File: config.mk
export PLATFORM = sky130hd
export DESIGN_NAME = gpcm_cfg
export DESIGN_NICKNAME = d
export VERILOG_FILES = /design/src/hdl/gpcm_pkg.sv /design/src/hdl/gpcm_cfg.sv
export SDC_FILE = /design/constraint.sdc
export NUM_CORES = 1
export LEC_CHECK = 0
export BUFFER_PORTS_ARGS = -buffer_cell sky130_fd_sc_hd__buf_2
export CAP_MARGIN = 20
export CORE_AREA = 2 2 99 101
export DETAILED_ROUTE_END_ITERATION = 12
export DIE_AREA = 0 0 101 103
export PLACE_DENSITY = 0.67
export SLEW_MARGIN = 5
export SYNTH_ARGS = -nofsm -noshare
export SYNTH_HDL_FRONTEND = slang
export SYNTH_SLANG_ARGS = --single-unit
File: constraint.sdc
create_clock -name i_clk -period 1.9 [get_ports i_clk]
set_clock_uncertainty 0.15 [all_clocks]
set_input_delay 0.38 -clock i_clk [delete_from_list [all_inputs] [get_ports i_clk]]
set_output_delay 0.38 -clock i_clk [all_outputs]
set_load 0.01 [all_outputs]
File: src/hdl/gpcm_pkg.sv
// Shared types, constants and arithmetic helpers for the gamma phase compare map.
package gpcm_pkg;

    localparam int LANES       = 4;
    localparam int LEVEL_W     = 10;
    localparam int COMPARE_W   = 11;
    localparam int CODE_W      = 3;
    localparam int PROFILE_W   = 2 * LEVEL_W + CODE_W;
    localparam int CFG_IDX_W   = 4;
    localparam int PROD_W      = 2 * LEVEL_W + 1;

    localparam logic [LEVEL_W-1:0]   FULL_SCALE    = 10'd1023;
    localparam logic [LEVEL_W-1:0]   HALF_SCALE    = 10'd511;
    localparam logic [COMPARE_W-1:0] NEVER_FIRE    = 11'd1024;
    localparam logic [PROFILE_W-1:0] PROFILE_RESET = 23'd1047552;

    // Lane pipeline: stage 0 takes the level, stages 1..LEVEL_W resolve one root bit
    // each, then the curve select, the zone multiply and the final subtract.
    localparam int ST_SHAPE    = LEVEL_W + 1;
    localparam int ST_MUL      = LEVEL_W + 2;
    localparam int ST_FIN      = LEVEL_W + 3;
    localparam int LANE_STAGES = ST_FIN + 1;
    localparam int PIPE_STAGES = LANE_STAGES + 1;

    typedef enum logic [CODE_W-1:0] {
        CURVE_LINEAR = 3'd0,
        CURVE_G05    = 3'd1,
        CURVE_G07    = 3'd2,
        CURVE_G15    = 3'd3,
        CURVE_G20    = 3'd4,
        CURVE_G25    = 3'd5,
        CURVE_G30    = 3'd6,
        CURVE_LIN_B  = 3'd7
    } t_curve;

    typedef struct packed {
        logic [CODE_W-1:0]  code;
        logic [LEVEL_W-1:0] zone_max;
        logic [LEVEL_W-1:0] zone_min;
    } t_profile;

    typedef struct packed {
        logic [LEVEL_W-1:0] level_lane0;
        logic [LEVEL_W-1:0] level_lane1;
        logic [LEVEL_W-1:0] level_lane2;
        logic [LEVEL_W-1:0] level_lane3;
    } t_in;

    typedef struct packed {
        logic [COMPARE_W-1:0] compare_lane0;
        logic [COMPARE_W-1:0] compare_lane1;
        logic [COMPARE_W-1:0] compare_lane2;
        logic [COMPARE_W-1:0] compare_lane3;
    } t_out;

    // Floor of p / 1023 for p below 1023 * 1024: p >> 10 is short by at most one.
    function automatic logic [LEVEL_W-1:0] div_full(input logic [PROD_W-1:0] p);
        logic [LEVEL_W:0]   q;
        logic [LEVEL_W+1:0] r;
        q = p[PROD_W-1:LEVEL_W];
        r = (LEVEL_W+2)'(p[LEVEL_W-1:0]) + (LEVEL_W+2)'(q);
        if (r >= (LEVEL_W+2)'(FULL_SCALE)) begin
            q = q + 1'b1;
        end
        return q[LEVEL_W-1:0];
    endfunction

    // Rounded product of two full-scale values, scaled back to full scale.
    function automatic logic [LEVEL_W-1:0] scaled_mul(input logic [LEVEL_W-1:0] a,
                                                      input logic [LEVEL_W-1:0] b);
        logic [PROD_W-1:0] p;
        p = PROD_W'(a) * PROD_W'(b) + PROD_W'(HALF_SCALE);
        return div_full(p);
    endfunction

endpackage

File: src/hdl/gpcm_cfg.sv
// Per-lane profile registers written through the configuration port.
module gpcm_cfg
    import gpcm_pkg::*;
(
    input  logic                 i_clk,
    input  logic                 i_rst_n,
    input  logic                 i_cfg_we,
    input  logic [CFG_IDX_W-1:0] i_cfg_index,
    input  logic [PROFILE_W-1:0] i_cfg_data,
    output t_profile             o_profile [LANES]
);

    t_profile r_profile [LANES];

    always_ff @(posedge i_clk) begin
        if (!i_rst_n) begin
            for (int i = 0; i < LANES; i++) begin
                r_profile[i] <= t_profile'(PROFILE_RESET);
            end
        end else begin
            for (int i = 0; i < LANES; i++) begin
                if (i_cfg_we && (i_cfg_index == CFG_IDX_W'(i))) begin
                    r_profile[i] <= t_profile'(i_cfg_data);
                end
            end
        end
    end

    assign o_profile = r_profile;

endmodule

# ---- Word level (Yosys, flattened, before mapping)
# Cells that the tools add are included.
# W data, S select, Z words.
dict set report word_totals {
  out_inout_bits 92
  wordCells 20
  register_bits 92
  in_bits 30
}
dict set report op_classes {
  n_eq_ne 3
  n_reduce_logical 5
}
# op n
set op_table {}
lappend op_table {{$eq A4 B2 Y1 const B} 2}
lappend op_table {{$eq A4 B1 Y1 const B} 1}
lappend op_table {{$logic_and A1 B1 Y1} 4}
lappend op_table {{$logic_not A4 Y1} 1}

# ---- Logic depth before layout (Yosys ltp)
dict set report logic_depth {
  ltp_word 2
  depth_mapped 5
  mapped_depth_nobuf 3
}

# ---- Least setup slack after synthesis
# OpenSTA, ideal clock, no wires.
dict set report synth_path {
  path_kind {input to register}
  from {in i_cfg_index[0]}
  to {reg r_profile (netlist bit o_profile[71])}
  required_ps 1678
  path_buffers 2
  arrival_ps 1266
  setup_slack_ps 413
  path_stages 5
  setup_ps 72
  cell_sequence {nor4b_4 -> and2b_1 -> buf_6 -> buf_12 -> mux2i_1}
}
dict set report synth_via {
  elab_chain_cells 2
}
# item line
set synth_rtl {}
lappend synth_rtl {{start: declaration} gpcm_cfg.sv:8} ;# input logic [CFG_IDX_W-1:0] i_cfg_index,
lappend synth_rtl {{$logic_not A4 Y1} gpcm_cfg.sv:22} ;# if (i_cfg_we && (i_cfg_index == CFG_IDX_W'(i))) begin
lappend synth_rtl {{$logic_and A1 B1 Y1} gpcm_cfg.sv:22}
lappend synth_rtl {{end signal: indexed assignment} gpcm_cfg.sv:18} ;# r_profile[i] <= t_profile'(PROFILE_RESET);
lappend synth_rtl {{end signal: indexed assignment} gpcm_cfg.sv:23} ;# r_profile[i] <= t_profile'(i_cfg_data);
lappend synth_rtl {{end: declaration} gpcm_cfg.sv:13} ;# t_profile r_profile [LANES];
# No other way between the ends.
# A chain may end at the register's enable or synchronous reset.

# ---- Worst setup path in the final report
dict set report layout_path {
  from {reg r_profile (netlist bit o_profile[6])}
  to {out o_profile[6] in the netlist's numbering}
}
# item line
set layout_rtl {}
lappend layout_rtl {{end: declaration} gpcm_cfg.sv:10} ;# output t_profile o_profile [LANES]
# No word-level cell between the ends.

==> summary.txt <==
Critical path
  – Cell Chain, Critical Path: buf_2
  – Setup crit start kind: flip-flop
  – Max incr delay on CP: between 0.3 and 0.4 ns
  – Kind of critical path: flip-flop to output port
  – Crit. End Element: output port
  – Worst Reg2Reg Path Length in Cells: 2
  – Crit path max-delay cell type: dfxtp_1
  – Top delay family on crit path: flip-flops
  – Worst path bufs/invs: 1
  – Worst Path Arrival: 0.86 ns
  – CP required: about 1.4 ns
  – Critical path depth: 1
  – Worst-path fanout max: 2

Layout
  – Commonest non-fill, non-tap cells in the layout: buf_2 (121), mux2i_1 (92), dfxtp_1 (92)
  – Area of the multi-input gates: ~1600 sq um
  – Fin util: 46.98%
  – Nets: 478
  – Max FFs per register: around 90
  – Flip-flop and latch area: approximately 1800 sq um
  – N_diodes: 0
  – Number of fill cells: slightly below 900
  – Layout cells sized above 1: around a third
  – Final instance area: roughly 4400 sq um
  – P&R area growth vs syn: 25.47%
  – Most common cell after layout, fill and taps aside: buf_2

Floorplan
  – I/O pin count: between 100 and 150
  – Initial Utilization: a little under two fifths
  – Std cell rows: 36
  – Core area: around 9500 sq um
  – Die W: between 100 and 150 um
  – Die area: approximately 10000 sq um
  – DIE HEIGHT: 103 um

Clock network
  – CTS tree: built
  – Root Driver: clkbuf_8
  – Clock buffer depth: 2
  – CTS H-tree depth: 3
  – Clock transition at path regs: 0.09 ns
  – Post_cts resized: 0
  – Clock Latency Late Sink: around 0.34 ns
  – Post-CTS setup buffer count: 0
  – CTS buffer count: 9
  – # hold bufs at CTS: 0
  – Sink Count: 92

Placed design
  – RePlAce Congestion: about 0.71
  – Hpwl dp: 5524 um
  – Port Buf Inserts: approximately 120
  – DP Area: between 4000 and 5000 sq um

Power
  – Total power after layout: roughly 3500 uW
  – Pwr Density: roughly 780 nW/um^2
  – Leakage power: approximately 0.0023 uW
  – VDD IR-drop max: about 340 uV

STA
  – Hold WS: 0.1675 ns
  – Rel. slew slack: between 70 and 80%
  – Max-slew violation count: 0
  – Final period demand of the worst path: 1.386 ns
  – Worst-margin pin slew: 0.4418 ns
  – RSZ-0062 raised after global routing: no
  – Final hold vios: 0
  – Sum Neg Setup Slack: 0 ns
  – Final setup fails: 0
  – Tcrit/Tclk final: about 73%
  – FMAX: 721.3 MHz

Synthesis
  – Cell count after synthesis: roughly 330
  – Cell area after synthesis: ~3500 sq um
  – Syn avg cell area: approximately 11 sq um
  – Ys flop type: dfxtp_1
  – Syn. warnings: 0
  – Net count after synthesis: approximately 360
  – Seq/Total Area, Yosys: between 50 and 60%
  – Distinct cells, synth: 16
  – Post-synth EDFFs: 0
  – #FFs+latches synth: between 90 and 100
  – Post-synth ARST share: 0%

Run status
  – Outcome: finished, final reports clean

Detailed routing
  – Vias per inst: 4.635
  – Routed len/inst: about 14 um
  – Detail Route Antenna Nets: 0
  – DRC Markers: 0
  – Total number of vias: 2628
  – Pre-antenna DRT Iters: 4
  – Iteration-0 DRC Markers: 43
  – Final WL: around 8000 um

Global route
  – Vias in the first global route: between 2000 and 3000
  – First-pass GRT wire length: ~13000 um
  – Initial antenna violation count: 0
  – Largest net degree at the start of global routing: 56
  – Total gr overflow: 0
  – GR Util All Layers: 15.63%

Hold path
  – Worst hold path type: input pin to flip-flop
  – Hold Path Cell Cnt: 3

Flow run
  – Max_cap viols: 0
[cells in the mapped netlist (4+ instances only)]
master     n  area share, %
buf_2      6           0.85
buf_6      4            1.3
clkbuf_1  11            1.2
dfxtp_1   92             52
mux2i_1   92             26
nand2_1   65            6.9
nor2b_1   50            8.8
[kinds of logic after synthesis]
family        share of synthesized area, %
mux                                  26.00
buf+inv                              3.850
flops                                52.00
simple gates                         18.16
[path summary, 6_finish.rpt]
kind | end | slack (ns) | start
setup / recovery | o_profile[6] | 0.51 | o_profile[6]
hold / removal | o_profile[10] | 0.17 | i_cfg_data[10]
setup reg to reg | o_profile[16] | 1.11 | o_profile[16]
hold reg to reg | o_profile[77] | 0.31 | o_profile[77]
[per-stage QoR]
step / setup WS (ns) / std cells
global placement: 0.2669 / 551
finish: 0.5136 / 567
global route: 0.4552 / 567
CTS: 0.4996 / 567
detailed placement: 0.2225 / 551
floorplan: 0.4128 / 329
[where the power goes]
part / internal [uW] / total (uW) / switching (uW)
clock: 608 / 1260 / 653
sequential: 1950 / 1960 / 12.7
combinational: 99.5 / 225 / 126
total: 2660 / 3450 / 792
[routing by layer]
metal	track usage, %	vias to the layer above	part of all wire [%]
li1	-	1317	-
met1	19.77	1210	46
met2	25.03	91	45
met3	5.220	10	7.6
met4	5.613	0	1.3
met5	0	-	0
[cell type report]
class	instances	area share, %
sequential	92	41.44
multi-input combinational	215	35.19
timing repair buffer	130	15.99
tap	114	3.209
clock buffer	12	3.041
clock inverter	4	1.126
Note: power is estimated with default switching activity, not from simulation.
