[src/hdl/gpcm_pkg.sv]
// Shared types, constants and arithmetic helpers for the gamma phase compare map.
package gpcm_pkg;

    localparam int LANES       = 4;
    localparam int LEVEL_W     = 10;
    localparam int COMPARE_W   = 11;
    localparam int CODE_W      = 3;
    localparam int PROFILE_W   = 2 * LEVEL_W + CODE_W;
    localparam int CFG_IDX_W   = 4;
    localparam int PROD_W      = 2 * LEVEL_W + 1;

    localparam logic [LEVEL_W-1:0]   FULL_SCALE    = 10'd1023;
    localparam logic [LEVEL_W-1:0]   HALF_SCALE    = 10'd511;
    localparam logic [COMPARE_W-1:0] NEVER_FIRE    = 11'd1024;
    localparam logic [PROFILE_W-1:0] PROFILE_RESET = 23'd1047552;

    // Lane pipeline: stage 0 takes the level, stages 1..LEVEL_W resolve one root bit
    // each, then the curve select, the zone multiply and the final subtract.
    localparam int ST_SHAPE    = LEVEL_W + 1;
    localparam int ST_MUL      = LEVEL_W + 2;
    localparam int ST_FIN      = LEVEL_W + 3;
    localparam int LANE_STAGES = ST_FIN + 1;
    localparam int PIPE_STAGES = LANE_STAGES + 1;

    typedef enum logic [CODE_W-1:0] {
        CURVE_LINEAR = 3'd0,
        CURVE_G05    = 3'd1,
        CURVE_G07    = 3'd2,
        CURVE_G15    = 3'd3,
        CURVE_G20    = 3'd4,
        CURVE_G25    = 3'd5,
        CURVE_G30    = 3'd6,
        CURVE_LIN_B  = 3'd7
    } t_curve;

    typedef struct packed {
        logic [CODE_W-1:0]  code;
        logic [LEVEL_W-1:0] zone_max;
        logic [LEVEL_W-1:0] zone_min;
    } t_profile;

    typedef struct packed {
        logic [LEVEL_W-1:0] level_lane0;
        logic [LEVEL_W-1:0] level_lane1;
        logic [LEVEL_W-1:0] level_lane2;
        logic [LEVEL_W-1:0] level_lane3;
    } t_in;

    typedef struct packed {
        logic [COMPARE_W-1:0] compare_lane0;
        logic [COMPARE_W-1:0] compare_lane1;
        logic [COMPARE_W-1:0] compare_lane2;
        logic [COMPARE_W-1:0] compare_lane3;
    } t_out;

    // Floor of p / 1023 for p below 1023 * 1024: p >> 10 is short by at most one.
    function automatic logic [LEVEL_W-1:0] div_full(input logic [PROD_W-1:0] p);
        logic [LEVEL_W:0]   q;
        logic [LEVEL_W+1:0] r;
        q = p[PROD_W-1:LEVEL_W];
        r = (LEVEL_W+2)'(p[LEVEL_W-1:0]) + (LEVEL_W+2)'(q);
        if (r >= (LEVEL_W+2)'(FULL_SCALE)) begin
            q = q + 1'b1;
        end
        return q[LEVEL_W-1:0];
    endfunction

    // Rounded product of two full-scale values, scaled back to full scale.
    function automatic logic [LEVEL_W-1:0] scaled_mul(input logic [LEVEL_W-1:0] a,
                                                      input logic [LEVEL_W-1:0] b);
        logic [PROD_W-1:0] p;
        p = PROD_W'(a) * PROD_W'(b) + PROD_W'(HALF_SCALE);
        return div_full(p);
    endfunction

endpackage

[src/hdl/gpcm_lane.sv]
// One lane: gamma curve, zone scaling and compare value, pipelined one root bit a stage.
module gpcm_lane
    import gpcm_pkg::*;
(
    input  logic                   i_clk,
    input  logic [LANE_STAGES-1:0] i_load,
    input  logic [LEVEL_W-1:0]     i_level,
    input  t_profile               i_profile,
    output logic [COMPARE_W-1:0]   o_compare
);

    logic [LEVEL_W-1:0]   r_x    [0:LEVEL_W];
    logic                 r_zero [0:ST_MUL];
    logic [LEVEL_W-1:0]   r_sq   [1:LEVEL_W];
    logic [LEVEL_W-1:0]   r_cu   [2:LEVEL_W];
    logic [LEVEL_W-1:0]   r_root [1:LEVEL_W];
    logic [LEVEL_W-1:0]   r_shaped;
    logic [PROD_W-1:0]    r_prod;
    logic [COMPARE_W-1:0] r_cmp;

    logic [LEVEL_W-1:0]   n_shaped;
    logic [LEVEL_W-1:0]   zone_span;
    logic [LEVEL_W:0]     zoned;
    logic [LEVEL_W:0]     sum_root;
    logic [LEVEL_W:0]     sum_sq;
    logic [LEVEL_W:0]     sum_cu;

    always_ff @(posedge i_clk) begin
        if (i_load[0]) begin
            r_x[0]    <= i_level;
            r_zero[0] <= (i_level == '0);
        end
    end

    // Square root search: each stage tries the next lower bit of the root.
    for (genvar k = 1; k <= LEVEL_W; k++) begin : g_root
        localparam int BIT = LEVEL_W - k;
        logic [LEVEL_W-1:0] root_in;
        logic [LEVEL_W-1:0] cand;

        if (k == 1) begin : g_first
            assign root_in = '0;
        end else begin : g_next
            assign root_in = r_root[k-1];
        end
        assign cand = root_in | (LEVEL_W'(1) << BIT);

        always_ff @(posedge i_clk) begin
            if (i_load[k]) begin
                r_x[k]    <= r_x[k-1];
                r_zero[k] <= r_zero[k-1];
                r_root[k] <= (scaled_mul(cand, cand) <= r_x[k-1]) ? cand : root_in;
            end
        end

        if (k == 1) begin : g_sq
            always_ff @(posedge i_clk) begin
                if (i_load[k]) begin
                    r_sq[k] <= scaled_mul(r_x[k-1], r_x[k-1]);
                end
            end
        end else begin : g_sq_carry
            always_ff @(posedge i_clk) begin
                if (i_load[k]) begin
                    r_sq[k] <= r_sq[k-1];
                end
            end
        end

        if (k == 2) begin : g_cu
            always_ff @(posedge i_clk) begin
                if (i_load[k]) begin
                    r_cu[k] <= scaled_mul(r_sq[k-1], r_x[k-1]);
                end
            end
        end else if (k > 2) begin : g_cu_carry
            always_ff @(posedge i_clk) begin
                if (i_load[k]) begin
                    r_cu[k] <= r_cu[k-1];
                end
            end
        end
    end

    always_comb begin
        sum_root = (LEVEL_W+1)'(r_root[LEVEL_W]) + (LEVEL_W+1)'(r_x[LEVEL_W]) + 1'b1;
        sum_sq   = (LEVEL_W+1)'(r_x[LEVEL_W]) + (LEVEL_W+1)'(r_sq[LEVEL_W]) + 1'b1;
        sum_cu   = (LEVEL_W+1)'(r_sq[LEVEL_W]) + (LEVEL_W+1)'(r_cu[LEVEL_W]) + 1'b1;
        case (t_curve'(i_profile.code))
            CURVE_G05: n_shaped = r_root[LEVEL_W];
            CURVE_G07: n_shaped = sum_root[LEVEL_W:1];
            CURVE_G15: n_shaped = sum_sq[LEVEL_W:1];
            CURVE_G20: n_shaped = r_sq[LEVEL_W];
            CURVE_G25: n_shaped = sum_cu[LEVEL_W:1];
            CURVE_G30: n_shaped = r_cu[LEVEL_W];
            default:   n_shaped = r_x[LEVEL_W];
        endcase
    end

    always_ff @(posedge i_clk) begin
        if (i_load[ST_SHAPE]) begin
            r_shaped         <= n_shaped;
            r_zero[ST_SHAPE] <= r_zero[LEVEL_W];
        end
    end

    assign zone_span = i_profile.zone_max - i_profile.zone_min;

    always_ff @(posedge i_clk) begin
        if (i_load[ST_MUL]) begin
            r_prod         <= PROD_W'(zone_span) * PROD_W'(r_shaped) + PROD_W'(HALF_SCALE);
            r_zero[ST_MUL] <= r_zero[ST_SHAPE];
        end
    end

    assign zoned = (LEVEL_W+1)'(i_profile.zone_min) + (LEVEL_W+1)'(div_full(r_prod));

    // An empty or inverted zone pins the zoned level at its max, whatever the curve.
    always_ff @(posedge i_clk) begin
        if (i_load[ST_FIN]) begin
            if (r_zero[ST_MUL]) begin
                r_cmp <= NEVER_FIRE;
            end else if (i_profile.zone_max <= i_profile.zone_min) begin
                r_cmp <= COMPARE_W'(FULL_SCALE) - COMPARE_W'(i_profile.zone_max);
            end else begin
                r_cmp <= COMPARE_W'(FULL_SCALE) - COMPARE_W'(zoned);
            end
        end
    end

    assign o_compare = r_cmp;

endmodule
[config.mk]
export PLATFORM = sky130hd
export DESIGN_NAME = gpcm_lane
export DESIGN_NICKNAME = d
export VERILOG_FILES = /design/src/hdl/gpcm_pkg.sv /design/src/hdl/gpcm_lane.sv
export SDC_FILE = /design/constraint.sdc
export NUM_CORES = 2
export LEC_CHECK = 0
export BUFFER_PORTS_ARGS = -buffer_cell sky130_fd_sc_hd__buf_2
export CORE_UTILIZATION = 35
export CTS_BUF_LIST = sky130_fd_sc_hd__clkbuf_4 sky130_fd_sc_hd__clkbuf_8
export CTS_CLUSTER_DIAMETER = 80
export DETAILED_ROUTE_END_ITERATION = 8
export GPL_ROUTABILITY_DRIVEN = 1
export PLACE_DENSITY_LB_ADDON = 0.12
export SLEW_MARGIN = 10
export SYNTH_ARGS = -nofsm -noshare
export SYNTH_HDL_FRONTEND = slang
export SYNTH_SLANG_ARGS = --single-unit
[constraint.sdc]
create_clock -name i_clk -period 18.5 [get_ports i_clk]
set_clock_uncertainty 0.1 [all_clocks]
set_input_delay 0 -clock i_clk [delete_from_list [all_inputs] [get_ports i_clk]]
set_output_delay 0 -clock i_clk [all_outputs]
set_load 0.02 [all_outputs]
-- Yosys cells after proc, flatten, opt, wreduce, memory -nomap -nowiden
Memory sizes are Yosys's and may differ from the RTL's.
Cells that the tools add are included.
Widths: inputs -> output; s select.
- equal/unequal tests: 6
- $mul: 12
- div/mod/pow operators: 0
- mux-type cells: 62
- add/sub/neg operators: 46
- shift-type cells: 0
- reductions and logical operators: 1
- bitwise gates (word level): 0
- order comparisons: 23
- operators by type and width (kind ; number):
    $add 20x9->21 const B ; 12
    $mux 10 ; 25
    $mul 10x10->20 ; 12
    $add 10x11->12 ; 12
    $ge 12x10->1 const B ; 12
    $add 10x1->10 const B ; 12
    $le 10x10->1 ; 11
    $pmux 10 s6 ; 1
    $add 10x10->11 ; 4
    $add 11x1->11 const B ; 3
    $mux 1 ; 27
    $mux 11 ; 1
    $sub 10x10->11 const A ; 1
    $sub 10x11->11 const A ; 1
    $logic_not 10->1 ; 1
    $sub 10x10->10 ; 1
    $eq 3x3->1 const B ; 3
    $mux 9 ; 1
    $mux 8 ; 1
    $mux 7 ; 1
    $eq 3x2->1 const B ; 2
    $mux 6 ; 1
    $mux 5 ; 1
    $mux 4 ; 1
    other kinds (3) ; 3
- bits in latches: 0
- memory bits (read-only): 0
- flip-flop bits (word level): 42
- memory bits (writable): 413
- output and inout port bits: 11
- memories kept: 5
- input port bits: 48
- memory list (name ; words ; width ; read ports ; clocked after memory_dff ; write ports ; line ; text):
    r_x ; 11 ; 10 ; 11 ; 0 ; 11 ; gpcm_lane.sv:12 ; logic [LEVEL_W-1:0] r_x [0:LEVEL_W];
    r_root ; 10 ; 10 ; 10 ; 0 ; 10 ; gpcm_lane.sv:16 ; logic [LEVEL_W-1:0] r_root [1:LEVEL_W];
    r_sq ; 10 ; 10 ; 10 ; 0 ; 10 ; gpcm_lane.sv:14 ; logic [LEVEL_W-1:0] r_sq [1:LEVEL_W];
    r_cu ; 9 ; 10 ; 9 ; 0 ; 9 ; gpcm_lane.sv:15 ; logic [LEVEL_W-1:0] r_cu [2:LEVEL_W];
    r_zero ; 13 ; 1 ; 13 ; 0 ; 13 ; gpcm_lane.sv:13 ; logic r_zero [0:ST_MUL];

-- Logic depth before layout (Yosys ltp)
An unclocked memory read counts as a cell.
- word-level depth: 9
- mapped depth: 42
- mapped depth without buffers: 41

-- Least setup slack after synthesis
OpenSTA, ideal clock, no wires.
- path type: flip-flop to flip-flop
- start: register r_root[0][97] (netlist name)
- end: register r_root[0][100] (netlist name)
- data required time: 18.224 ns
- buffers on the path: 1
- stages on the path, launching flop included: 42
- arrival: 9.112 ns
- period minus slack after synthesis: 9.388 ns
- path slack: 9.112 ns
- cells stage by stage: edfxtp_1 -> clkbuf_1 -> inv_1 -> nor2_1 -> fa_1 -> inv_1 -> fa_1 -> inv_1 -> fa_1 -> fa_1 -> inv_1 -> fa_1 -> inv_1 -> ha_1 -> or3_1 -> or3_1 -> a21oi_1 -> xor2_1 -> [... 6 more ...] -> xnor2_1 -> or4_1 -> nor2_1 -> o21a_1 -> a311oi_4 -> mux2_2 -> ha_1 -> nor2b_1 -> o21a_1 -> o21a_1 -> o21a_1 -> o21a_1 -> o21a_1 -> o21ai_0 -> nand2b_1 -> a21oi_1 -> nor2b_1 -> o32ai_1

==> impl_metrics.tcl <==
set metrics [dict create \
    synth_xor_area_share_pct 5.79 \
    numClockSinks 410 \
    post-dp-hpwl_mm 70.3 \
    tightest_slew_ps 1200 \
    die-height_microns 341 \
    fin_util_pct 38.8 \
    gp_congestion 0.847 \
    filler_cell_count 11300 \
    grt_setup_unrepaired "no" \
    netlist_instances 3763 \
    path_clk_slew_ps 60 \
    cp_data_arrival_time_ps 10640 \
    syn-num-nets 4754 \
    synth_top_flop_cell "edfxtp_1" \
    r2r_slack_ps 8220 \
    via_per_inst 4.79 \
    synth_top_area_cell "edfxtp_1" \
    drt_pass1_iterations 5 \
    totalWireLength_mm 87.9 \
    antenna_found_initial 2 \
    vias 26200 \
    yosys-top-cells-area "edfxtp_1 31%, ha_1 18%, fa_1 18%, inv_1 5.7%, xnor2_1 3.7%" \
    core_region_area_sq_mm 0.114 \
    yosysMostFrequentCell "inv_1" \
    core.rowCount 124 \
    start_util_pct 35.3 \
    run_status "finished clean" \
    drcViolationCount 0 \
    synth_mux_area_share_pct 0.729 \
    synthTopCellsByCount "613 x inv_1, 586 x ha_1, 410 x edfxtp_1, 357 x fa_1, 248 x nand2_1" \
    synthSimpleGateAreaFrac_pct 11.3 \
    crit_start "r_root[0][97]" \
    critical_path.endpoint "r_root[0][100]" \
    fin_setup_tns_ps 0 \
    portBuffers 58 \
    syn_area_per_cell_sq_um 10.7 \
    synthToLayoutAreaGrowth_pct 9.96 \
    period_needed_ps 10280 \
    drv_slew 0 \
    synth_fa_ha_area_share_pct 35.9 \
    reg2reg_from "r_root[0][97]" \
    numCtsBuffers 77 \
    post-route-period-util_pct 55.6 \
    synth_top_family_by_area "adder cells" \
    grt_start_max_net_pins 42 \
    synth_cell_types 92 \
    grt_overflow 0 \
    root_buffer "clkbuf_8" \
    antenna_left 0 \
    seq_area_frac_synth_pct 30.5 \
    max_stage_delay_ps 660 \
    r2r-end "r_root[0][100]" \
    synth-compound-area-share_pct 9.50 \
    slowest_stage "edfxtp_1" \
    critPathMaxFanout 10 \
    worstSetupEndpointType "flip-flop" \
    die_area_sq_mm 0.117 \
    track_usage_pct 15.6 \
    ys_ff_latch 410 \
    synth_top_area_share_pct 30.5 \
    dpl_worst_slack_ps 8270 \
    synth_area_sq_mm 0.0403 \
    holdWs_ps 82.8 \
    die_w_microns 341 \
    wire_per_inst_microns 16.1 \
    fin_ws_ps 8220 \
    grt_pass1_vias 27500 \
    grt_pass1_wl_mm 146 \
    clockBufferDepth 3 \
    setup_viol 0 \
    drive_gt1_share_pct 6.08 \
    yosys_warnings 0 \
    hold_class "in2reg" \
    async_flop_share_pct 0 \
    crit_path_start_kind "flip-flop" \
    fmaxAchievable_mhz 97.3 \
    synth-edff-count 410 \
    slew_headroom_pct 19.3 \
    finalHoldViolCount 0 \
    required_ps 18850 \
    reg2reg_depth 39 \
    cts_tree "done" \
    ios 59 \
    drv_cap 0 \
    clk_latency_ps 680 \
    drt-initial-drc-count 1128 \
    htree_levels 3 \
    final_nets 4885 \
    worst-setup-path-type "reg2reg" \
]
## layout make-up
class	count	area [sq um]	area share [%]
flip-flops and latches	410	12300	27.8
clock inverters	38	300	0.677
diodes	3	7.51	0.0169
multi-input cells	2677	25500	57.5
clock buffers	96	1210	2.73
well taps	1512	1890	4.27
repair buffers	114	843	1.90
inverters	614	2300	5.20
## critical path: cells and delay by family, from the launching register on
family	cells	cell delay [ps]
flip-flops	1	660
AND/OR/NAND/NOR	8	1260
XOR/XNOR	2	520
buffers and inverters	4	570
multiplexers	1	390
AO/OA/AOI/OAI	16	2940
adder cells (fa/ha/maj)	8	3610
## registers in the layout, indices dropped and copies added (netlist names)
register and count:
r_shaped 10, r_prod 21, o_compare 11, r_cu 90, r_x 110, r_sq 100
r_root 55, r_zero 13
## cells by family after synthesis
kind of cell             after synthesis
buffers and inverters                676
AND/OR/NAND/NOR                      884
AO/OA/AOI/OAI                        559
multiplexers                          27
adder cells (fa/ha/maj)              943
flip-flops                           410
XOR/XNOR                             264
## cells in the final DEF, fill, tap and decap left out, types with 15 or more instances in the layout
cell type and count:
inv_1 613, ha_1 586, edfxtp_1 410, fa_1 357, nand2_1 248, xnor2_1 172, and2_1 169, nor2_1 147
a21oi_1 128, o21ai_0 99, xor2_1 89, clkbuf_8 78, a21o_1 76, nor2b_1 63, buf_2 58, dlygate4sd3_1 53
nand3_1 48, o21a_1 45, nor3_1 41, nand2b_1 39, nand4_1 29, o21bai_1 27, o211ai_1 19, a211oi_1 19
and3_1 18, a31oi_1 18, clkbuf_4 18, or3_1 15, clkinv_1 15
## worst min path at each step
stage                  from            to  slack [ps]  depth (start not counted)
5_1_grt        i_profile[3]  o_compare[3]         100                          6
6_report       i_profile[2]  o_compare[3]          80                          6
3_5_place_dp     i_level[2]     r_x[0][2]          90                          1
3_3_place_gp     i_level[6]     r_x[0][6]          90                          1
4_1_cts        i_profile[2]  o_compare[3]           9                          6
2_1_floorplan    i_level[0]     r_x[0][0]          -1                          0
## timing repair
action                    4_1_cts  5_1_grt
hold endpoints to repair      440        0
setup buffers                   0        0
gates resized for setup         0        0
hold buffers                   53        0
## through the flow
stage	instance area, sq um	std cells
floorplan	40300	3763
global route	44400	5463
detailed placement	42300	5274
global placement	42300	5274
CTS	44300	5461
finish	44400	5464
## per-layer routing
metal	track usage, %	routed length, microns	up-vias
met5	0	0	-
met4	3.52	1550	0
met3	1.97	2490	97
met2	27.0	42900	319
met1	20.6	40900	12700
li1	-	-	13000
Power is left out: the tool's default activity adds up to more than one toggle a clock period on the data nets, which glitch-free logic cannot reach.
