<file path="src/hdl/gpcm_pkg.sv">
// Shared types, constants and arithmetic helpers for the gamma phase compare map.
package gpcm_pkg;

    localparam int LANES       = 4;
    localparam int LEVEL_W     = 10;
    localparam int COMPARE_W   = 11;
    localparam int CODE_W      = 3;
    localparam int PROFILE_W   = 2 * LEVEL_W + CODE_W;
    localparam int CFG_IDX_W   = 4;
    localparam int PROD_W      = 2 * LEVEL_W + 1;

    localparam logic [LEVEL_W-1:0]   FULL_SCALE    = 10'd1023;
    localparam logic [LEVEL_W-1:0]   HALF_SCALE    = 10'd511;
    localparam logic [COMPARE_W-1:0] NEVER_FIRE    = 11'd1024;
    localparam logic [PROFILE_W-1:0] PROFILE_RESET = 23'd1047552;

    // Lane pipeline: stage 0 takes the level, stages 1..LEVEL_W resolve one root bit
    // each, then the curve select, the zone multiply and the final subtract.
    localparam int ST_SHAPE    = LEVEL_W + 1;
    localparam int ST_MUL      = LEVEL_W + 2;
    localparam int ST_FIN      = LEVEL_W + 3;
    localparam int LANE_STAGES = ST_FIN + 1;
    localparam int PIPE_STAGES = LANE_STAGES + 1;

    typedef enum logic [CODE_W-1:0] {
        CURVE_LINEAR = 3'd0,
        CURVE_G05    = 3'd1,
        CURVE_G07    = 3'd2,
        CURVE_G15    = 3'd3,
        CURVE_G20    = 3'd4,
        CURVE_G25    = 3'd5,
        CURVE_G30    = 3'd6,
        CURVE_LIN_B  = 3'd7
    } t_curve;

    typedef struct packed {
        logic [CODE_W-1:0]  code;
        logic [LEVEL_W-1:0] zone_max;
        logic [LEVEL_W-1:0] zone_min;
    } t_profile;

    typedef struct packed {
        logic [LEVEL_W-1:0] level_lane0;
        logic [LEVEL_W-1:0] level_lane1;
        logic [LEVEL_W-1:0] level_lane2;
        logic [LEVEL_W-1:0] level_lane3;
    } t_in;

    typedef struct packed {
        logic [COMPARE_W-1:0] compare_lane0;
        logic [COMPARE_W-1:0] compare_lane1;
        logic [COMPARE_W-1:0] compare_lane2;
        logic [COMPARE_W-1:0] compare_lane3;
    } t_out;

    // Floor of p / 1023 for p below 1023 * 1024: p >> 10 is short by at most one.
    function automatic logic [LEVEL_W-1:0] div_full(input logic [PROD_W-1:0] p);
        logic [LEVEL_W:0]   q;
        logic [LEVEL_W+1:0] r;
        q = p[PROD_W-1:LEVEL_W];
        r = (LEVEL_W+2)'(p[LEVEL_W-1:0]) + (LEVEL_W+2)'(q);
        if (r >= (LEVEL_W+2)'(FULL_SCALE)) begin
            q = q + 1'b1;
        end
        return q[LEVEL_W-1:0];
    endfunction

    // Rounded product of two full-scale values, scaled back to full scale.
    function automatic logic [LEVEL_W-1:0] scaled_mul(input logic [LEVEL_W-1:0] a,
                                                      input logic [LEVEL_W-1:0] b);
        logic [PROD_W-1:0] p;
        p = PROD_W'(a) * PROD_W'(b) + PROD_W'(HALF_SCALE);
        return div_full(p);
    endfunction

endpackage

</file>
<file path="src/hdl/gpcm_ctrl.sv">
// Valid tracking and stage load enables for the lane pipeline and output register.
module gpcm_ctrl
    import gpcm_pkg::*;
(
    input  logic                   i_clk,
    input  logic                   i_rst_n,
    input  logic                   i_valid,
    input  logic                   i_stall,
    output logic                   o_stall,
    output logic                   o_valid,
    output logic [PIPE_STAGES-1:0] o_load
);

    localparam logic [PIPE_STAGES-1:0] ALL_ONES = {PIPE_STAGES{1'b1}};

    logic [PIPE_STAGES-1:0] r_valid;
    logic [PIPE_STAGES-1:0] n_valid;
    logic [PIPE_STAGES-1:0] ready;
    logic                   acc_in;
    logic                   acc_out;

    // A stage may load when any stage at or after it is empty, or the output drains,
    // so bubbles close up even while the output is stalled.
    always_comb begin
        for (int k = 0; k < PIPE_STAGES; k++) begin
            ready[k] = (((~r_valid) & (ALL_ONES << k)) != '0) || !i_stall;
        end
        n_valid[0] = ready[0] ? i_valid : r_valid[0];
        for (int k = 1; k < PIPE_STAGES; k++) begin
            n_valid[k] = ready[k] ? r_valid[k-1] : r_valid[k];
        end
    end

    always_ff @(posedge i_clk) begin
        if (!i_rst_n) begin
            r_valid <= '0;
        end else begin
            r_valid <= n_valid;
        end
    end

    assign o_load  = ready;
    assign o_stall = !ready[0];
    assign o_valid = r_valid[PIPE_STAGES-1];
    assign acc_in  = i_valid && !o_stall;
    assign acc_out = o_valid && !i_stall;

    a_reset_empty: assert property (@(posedge i_clk) !i_rst_n |=> (r_valid == '0))
        else $error("pipeline not empty after reset");

    a_conserve: assert property (@(posedge i_clk) disable iff (!i_rst_n)
        i_rst_n |=> ($countones(r_valid) ==
                     $past($countones(r_valid)) + $past(acc_in) - $past(acc_out)))
        else $error("transaction lost or duplicated in pipeline");

    a_full_hold: assert property (@(posedge i_clk) disable iff (!i_rst_n)
        ((&r_valid) && i_stall) |-> (o_load == '0))
        else $error("stage loaded while pipeline full and stalled");

    a_stall_cause: assert property (@(posedge i_clk) disable iff (!i_rst_n)
        o_stall |-> (r_valid[0] && i_stall))
        else $error("input stalled without a full pipeline");

endmodule

</file>
<file path="config.mk">
export PLATFORM = sky130hd
export DESIGN_NAME = gpcm_ctrl
export DESIGN_NICKNAME = d
export VERILOG_FILES = /design/src/hdl/gpcm_pkg.sv /design/src/hdl/gpcm_ctrl.sv
export SDC_FILE = /design/constraint.sdc
export NUM_CORES = 1
export LEC_CHECK = 0
export BUFFER_PORTS_ARGS = -buffer_cell sky130_fd_sc_hd__buf_2
export CAP_MARGIN = 40
export CORE_MARGIN = 3
export CORE_UTILIZATION = 42
export DETAILED_ROUTE_END_ITERATION = 8
export GPL_ROUTABILITY_DRIVEN = 0
export GPL_TIMING_DRIVEN = 1
export HOLD_SLACK_MARGIN = 0.02
export PLACE_DENSITY = 0.71
export SYNTH_ARGS = -nofsm -noshare
export SYNTH_HDL_FRONTEND = slang
export SYNTH_SLANG_ARGS = --single-unit
</file>
<file path="constraint.sdc">
create_clock -name i_clk -period 1.3 [get_ports i_clk]
set_input_delay 0.065 -clock i_clk [delete_from_list [all_inputs] [get_ports i_clk]]
set_output_delay 0.065 -clock i_clk [all_outputs]
set_load 0.02 [all_outputs]
</file>
### After elaboration in Yosys (flattened, before gate mapping)

Cells that the tools add are included.

* flip-flop bits (word level): 15
* bits in latches: 0
* memory bits (writable): 0
* bits in read-only memories: 0
* output and inout bits: 17
* word-level logic and storage cells: 47
* memories: 0

* add/subtract/negate cells: 0
* multiply operators: 0
* divide/modulo/power cells: 0
* magnitude comparators: 0
* equality and inequality tests: 0
* shift operators: 0
* muxes and demuxes: 0
* bitwise operators: 1
* reductions and logical operators: 31

Operators with widths (number)
* $reduce_bool 15->1: 14
* $logic_or 1x1->1: 15
* $not 15->15: 1
* $logic_not 1->1: 2

### Longest topological paths before layout

Gate-level depths: netlist of the first run.

* word-level depth: 4
* gate-level depth with buffers: 5

### Worst setup path after synthesis of the first run

No wires, ideal clock.

* path kind: reg2out
* start point: register r_valid[14]
* end point: output o_load[0]
* arrival time: 1824 ps
* slack: -589 ps
* stages on the path, launching flop included: 4
* path buffers: 0
* cell sequence: dfxtp_1 nand4_1 nor4_1 inv_1

* word-level cells in the longest chain between the ends: 3

Ends and longest elaborated chain
* start: declaration: RTL line gpcm_ctrl.sv:16 `logic [PIPE_STAGES-1:0] r_valid;`
* start signal: assignment: RTL line gpcm_ctrl.sv:38 `r_valid <= n_valid;`
* $not 15->15: RTL line gpcm_ctrl.sv:26 `ready[k] = (((~r_valid) & (ALL_ONES << k)) != '0) || !i_stall;`
* $reduce_bool 15->1: RTL line gpcm_ctrl.sv:26
* $logic_or 1x1->1: RTL line gpcm_ctrl.sv:26
* end: declaration: RTL line gpcm_ctrl.sv:11 `output logic [PIPE_STAGES-1:0] o_load`

Every way passes these cells.

### Worst setup path in the final report of the first run

* start point: register r_valid[14]
* end point: output o_load[7]

The elaborated chain is that of the path after synthesis.

==> impl_metrics.yaml, run 1 <==
drt:
  drtAntennaViolNets: 0
  wl_per_cell_um: 15.01
  initialDrtViolationCount: 10
  drc: 0
  vias: 702
  via_per_inst: 5.400
  wirelength_mm: 1.951
  drtPass1Iterations: 4
sta:
  min_period_over_period_pct: 124.7
  hold_viol: 0
  skew_ns: 0.005257
  holdWs_ns: 0.1232
  fmax_ghz: 0.6170
  rsz0062_at_grt: "true"
  slew_headroom_pct: 78.94
  setup_slack_ns: -0.3208
  worstMarginPinSlew_ns: 0.3159
  min_period_ns: 1.621
  drv_slew: 0
  setup_violations: 19
cts:
  cts_max_path_buffers: 2
  cts_sinks: 15
  htree_levels: 1
  cts_tree: "done"
  numCtsBuffers: 3
  cts_root_buffer: "clkbuf_4"
  clkLatencyLatePin_ns: 0.28
  clkTransAtPathRegs_ns: 0.09
synth:
  synth-seq-cells: 15
  synth_ff_type: "dfxtp_1"
  synth_fp_nets: 82
  avgSynthCellArea_sq_um: 8.470
  synth_cell_type_count: 26
  ys_warn_count: 0
  synth_enable_flop_cells: 0
  yosysSeqAreaShare_pct: 45.45
  synth_area_sq_um: 660.6
  async_flop_share_pct: 0
  synthCells: 78
power:
  leakage_nw: 0.4845
  switching_share_pct: 23.27
  combPwrFrac_pct: 3.4
  power_frac_seq_pct: 60.7
  pwr-share-clk_pct: 35.9
  p_sw_mw: 0.1783
  vdd_drop_max_uv: 693.4
  power_density_mw_per_mm2: 695.1
  p_int_mw: 0.5879
outcome:
  violations: "setup timing"
  status: "complete, but fails checks"
global_routing:
  grt_pass1_vias: 579
  antenna_found_initial: 0
  grt_first_pass_wirelength_mm: 2.559
  grt_max_degree: 20
  track_usage_pct: 17.00
  overflow: 0
setup_path:
  criticalPathCategory: "register to primary output"
  cp-start-kind: "register"
  crit_fanout: 7
  crit_path_top_delay_cell: "or3_4"
  critPathMostFrequentCell: "buf_4"
  critPathCaptureType: "primary output"
  cp.required_ns: 1.24
  path_cells: "nand4_1, buf_4, or3_4, buf_4"
  critPathArrivalTime_ns: 1.56
  slowest_delay_ns: 0.38
final_layout:
  n_antenna_cell: 0
  final_cells: 130
  drive_gt1_share_pct: 57.39
  fin_nets: 120
  fill_cells: 101
  final_common_cell: "buf_4"
  area_delta_synth_final_pct: 66.86
  multi_input_area_sq_um: 407.9
  final_cell_mix: "buf_4, buf_6, nand2_1, buf_2"
  largest_reg_flops: 15
  top_regs: "r_valid: 15 flops"
  regMostFlops: "r_valid"
  fin_util_pct: 79.73
  final_area_sq_mm: 0.001102
  register_area_sq_um: 312.8
die:
  die_area_sq_mm: 0.002085
  chipWidth_um: 45.66
  die_h_um: 45.66
  core_sq_mm: 0.001383
  initial_core_util_pct: 47.78
  rows: 13
  num_io_pins: 21
placed_design:
  placed_area_sq_um: 879.6
  numPortBuffers: 20
  post-dp-hpwl_mm: 1.183
  placed_cells: 123
worst_hold_path:
  min_path_type: "input pin to register"
run:
  maxCapViolations: 0
## path summary, 6_finish.rpt
check / start / endpoint / slack (ns) / cells after the start
setup reg to reg: r_valid[14]$_SDFFE_PN0P_ / r_valid[3]$_SDFFE_PN0P_ / -0.04 / 4
setup / recovery: r_valid[14]$_SDFFE_PN0P_ / o_load[7] / -0.32 / 4
hold / removal: i_stall / r_valid[14]$_SDFFE_PN0P_ / 0.12 / 3
hold reg to reg: r_valid[0]$_SDFFE_PN0P_ / r_valid[1]$_SDFFE_PN0P_ / 0.49 / 1
## area by class of cell
class	count	area share, %
Tap cell	15	1.703
Sequential cell	15	28.38
Multi-Input combinational cell	50	37.00
Timing Repair Buffer	37	27.13
Clock buffer	3	2.043
Inverter	9	3.292
Clock inverter	1	0.4540
## stage by stage
stage               total power, mW  setup slack [ns]  TNS (ns)
global placement             0.4982           0.02485         0
floorplan                    0.4891          -0.06688   -0.2557
global route                 0.7924           -0.3980    -3.288
finish                       0.7662           -0.3208    -1.997
detailed placement           0.4987           -0.1067   -0.1987
CTS                          0.7597           -0.2621    -1.763
## cells in the mapped netlist, types with 2 or more instances
library cell | count | area (sq um)
and2_1 | 2 | 12.51
and3_1 | 2 | 12.51
clkbuf_1 | 2 | 7.510
dfxtp_1 | 15 | 300.3
inv_1 | 9 | 33.78
nand2_1 | 13 | 48.80
nand3_1 | 4 | 20.02
nand4_1 | 5 | 31.28
nor2_1 | 2 | 7.510
o21a_1 | 6 | 45.04
o21ai_0 | 3 | 15.01
## logic make-up after synthesis
kind of cell,synth area share (%)
simple gates,28.22
buf+inv,8.711
compound gates,17.61
flops,45.45
## critical path: cells and delay by family (launching register included)
kind / cells / cell delay [ns]
flip-flops: 1 / 0.36
buffers and inverters: 2 / 0.38
AND/OR/NAND/NOR: 2 / 0.54
## power groups by stage
stage,sequential (mW),combinational (mW),clock (mW)
finish,0.465,0.0260,0.275
floorplan,0.475,0.0138,0
CTS,0.465,0.0254,0.269
global route,0.466,0.0287,0.298
detailed placement,0.476,0.0230,0
global placement,0.476,0.0225,0
## metal layers
metal,GRT usage (%),vias up,share of wire [%]
met5,0,-,0
met4,8.772,0,1.4
met3,2.372,4,3.7
met2,26.46,20,52
met1,22.54,336,43
li1,-,342,-
## what timing repair did
action / in CTS / in global routing
hold buffers: 1 / 0
setup endpoints to repair: 20 / 15
gates resized for setup: 24 / 28
setup buffers: 0 / 2
hold endpoints to repair: 1 / 0
pin swaps: 10 / 6
Power figures use the tool's default switching activity.
==> run 2, diff against run 1 <==
CORE_AREA = 3 3 40 42   (was default)
CORE_MARGIN = default   (was 3)
CORE_UTILIZATION = default   (was 42)
DIE_AREA = 0 0 43 45   (was default)
PLACE_DENSITY = 0.78   (was 0.71)
clock period = 2 ns   (was 1.3 ns; I/O delays follow)
==> run 2 against run 1 <==
Compared with the run above:
- the run now ends clean
- global-route usage shrank 1.0 points
- core utilization is 19 points lower
- via count is 14% lower
- die area decreased by 7.2%
- largest power group unchanged
==> impl_metrics.yaml, run 2 (synthesis results as in run 1) <==
final_layout:
  n_antenna_cell: 0
  final_common_cell: "buf_2"
  largest_reg_flops: 15
  area_delta_synth_final_pct: 18.56
  regMostFlops: "r_valid"
  final_area_sq_um: 783.3
  fin_nets: 103
  fin_util_pct: 60.95
  final_cell_mix: "buf_2, dfxtp_1, nand2_1, inv_1, o21a_1"
  top_regs: "r_valid: 15 flops"
  drive_gt1_share_pct: 26.53
power:
  p_sw_mw: 0.1062
  power_density_mw_per_mm2: 622.4
  combPwrFrac_pct: 2.7
  power_frac_seq_pct: 62.4
  leakage_nw: 0.2761
  switching_share_pct: 21.79
  p_int_mw: 0.3813
  vdd_drop_max_uv: 464.1
  pwr-share-clk_pct: 34.9
die:
  num_io_pins: 21
  core_sq_mm: 0.001285
  rows: 13
  initial_core_util_pct: 51.41
  chipWidth_um: 43
  die_h_um: 45
  die_area_sq_mm: 0.001935
setup_path:
  reg2reg_from: "r_valid[10]$_SDFFE_PN0P_"
  worstRegToRegCells: 3
  critPathArrivalTime_ns: 1.63
  slowest_delay_ns: 0.45
  criticalPathCategory: "register to primary output"
  rrSetupSlack_ns: 0.56
  path_cells: "nand4_1, nor4_1, buf_2"
  startpoint: "r_valid[6]$_SDFFE_PN0P_"
  crit_path_top_delay_cell: "nor4_1"
  crit_fanout: 6
  cp-start-kind: "register"
  cp.required_ns: 1.90
  critPathCaptureType: "primary output"
  r2r-end: "r_valid[2]$_SDFFE_PN0P_"
sta:
  fmax_ghz: 0.5772
  min_period_over_period_pct: 86.63
  setup_violations: 0
  drv_slew: 0
  tns_ns: 0
  worstMarginPinSlew_ns: 0.4642
  min_period_ns: 1.733
  hold_viol: 0
  rsz0062_at_grt: "false"
  skew_ns: 0.002866
  holdWs_ns: 0.04058
  setup_slack_ns: 0.2674
  slew_headroom_pct: 68.94
global_routing:
  antenna_found_initial: 0
  grt_pass1_vias: 505
  track_usage_pct: 16.00
  overflow: 0
  grt_first_pass_wirelength_mm: 2.277
  grt_max_degree: 20
worst_hold_path:
  min_path_cells: 2
  min_path_type: "input pin to register"
  min-delay-start: "i_valid"
  hold_end: "r_valid[0]$_SDFFE_PN0P_"
cts:
  numCtsBuffers: 3
  postCtsHoldBufs: 0
  cts_root_buffer: "clkbuf_4"
  htree_levels: 1
  cts_max_path_buffers: 2
  cts_setup_buffers: 0
  clkLatencyLatePin_ns: 0.28
  clkTransAtPathRegs_ns: 0.09
  cts_resized: 0
  cts_tree: "done"
  cts_sinks: 15
run:
  maxCapViolations: 0
drt:
  wirelength_mm: 1.394
  wl_per_cell_um: 12.34
  via_per_inst: 5.372
  drc: 0
  drtPass1Iterations: 4
  drtAntennaViolNets: 0
  initialDrtViolationCount: 11
  vias: 607
placed_design:
  pre_cts_slack_ns: 0.5779
  numPortBuffers: 20
  post-dp-hpwl_mm: 1.026
  placed_area_sq_um: 755.7
outcome:
  status: "finished clean"
==> run 2: final cells by class <==
type	instances	area, sq um
Multi-Input combinational cell	50	302.8
Tap cell	15	18.77
Clock buffer	3	22.52
Fill cell	122	501.7
Sequential cell	15	300.3
Clock inverter	1	5.005
Timing Repair Buffer	20	100.1
Inverter	9	33.78
==> run 2: worst max-delay path, delay by kind of cell, from the launching register on <==
kind	cells	cell delay, ns
simple gates	2	0.67
flops	1	0.43
buf+inv	1	0.25
==> run 2: worst max-delay path by stage <==
| stage | depth (start not counted) | slack [ns] | to |
|---|---|---|---|
| after floorplan | 3 | 0.08 | o_load[0] |
| after global placement | 3 | 0.61 | o_stall |
| after detailed placement | 3 | 0.58 | r_valid[2]$_SDFFE_PN0P_ |
| after CTS | 3 | 0.26 | o_stall |
| after global routing | 4 | 0.11 | o_load[0] |
| final | 3 | 0.27 | o_stall |
==> run 2: layer usage <==
layer | track usage, % | part of all wire (%) | vias up
met4 | 10.84 | 2.2 | 0
met3 | 3.586 | 5.0 | 4
met5 | 0 | 0 | -
met2 | 24.85 | 46 | 17
li1 | - | - | 311
met1 | 19.85 | 46 | 275
==> run 2: power groups by stage <==
stage	Combinational [mW]	Clock [mW]	Sequential, mW
floorplan	0.00894	0	0.310
global placement	0.0128	0	0.311
detailed placement	0.0131	0	0.311
CTS	0.0131	0.178	0.304
global route	0.0146	0.187	0.305
finish	0.0131	0.170	0.304
==> run 2: through the flow <==
stage,power (mW),std cells
floorplan,0.3192,78
global placement,0.3238,109
detailed placement,0.3241,109
CTS,0.4954,113
global route,0.5058,113
finish,0.4875,113
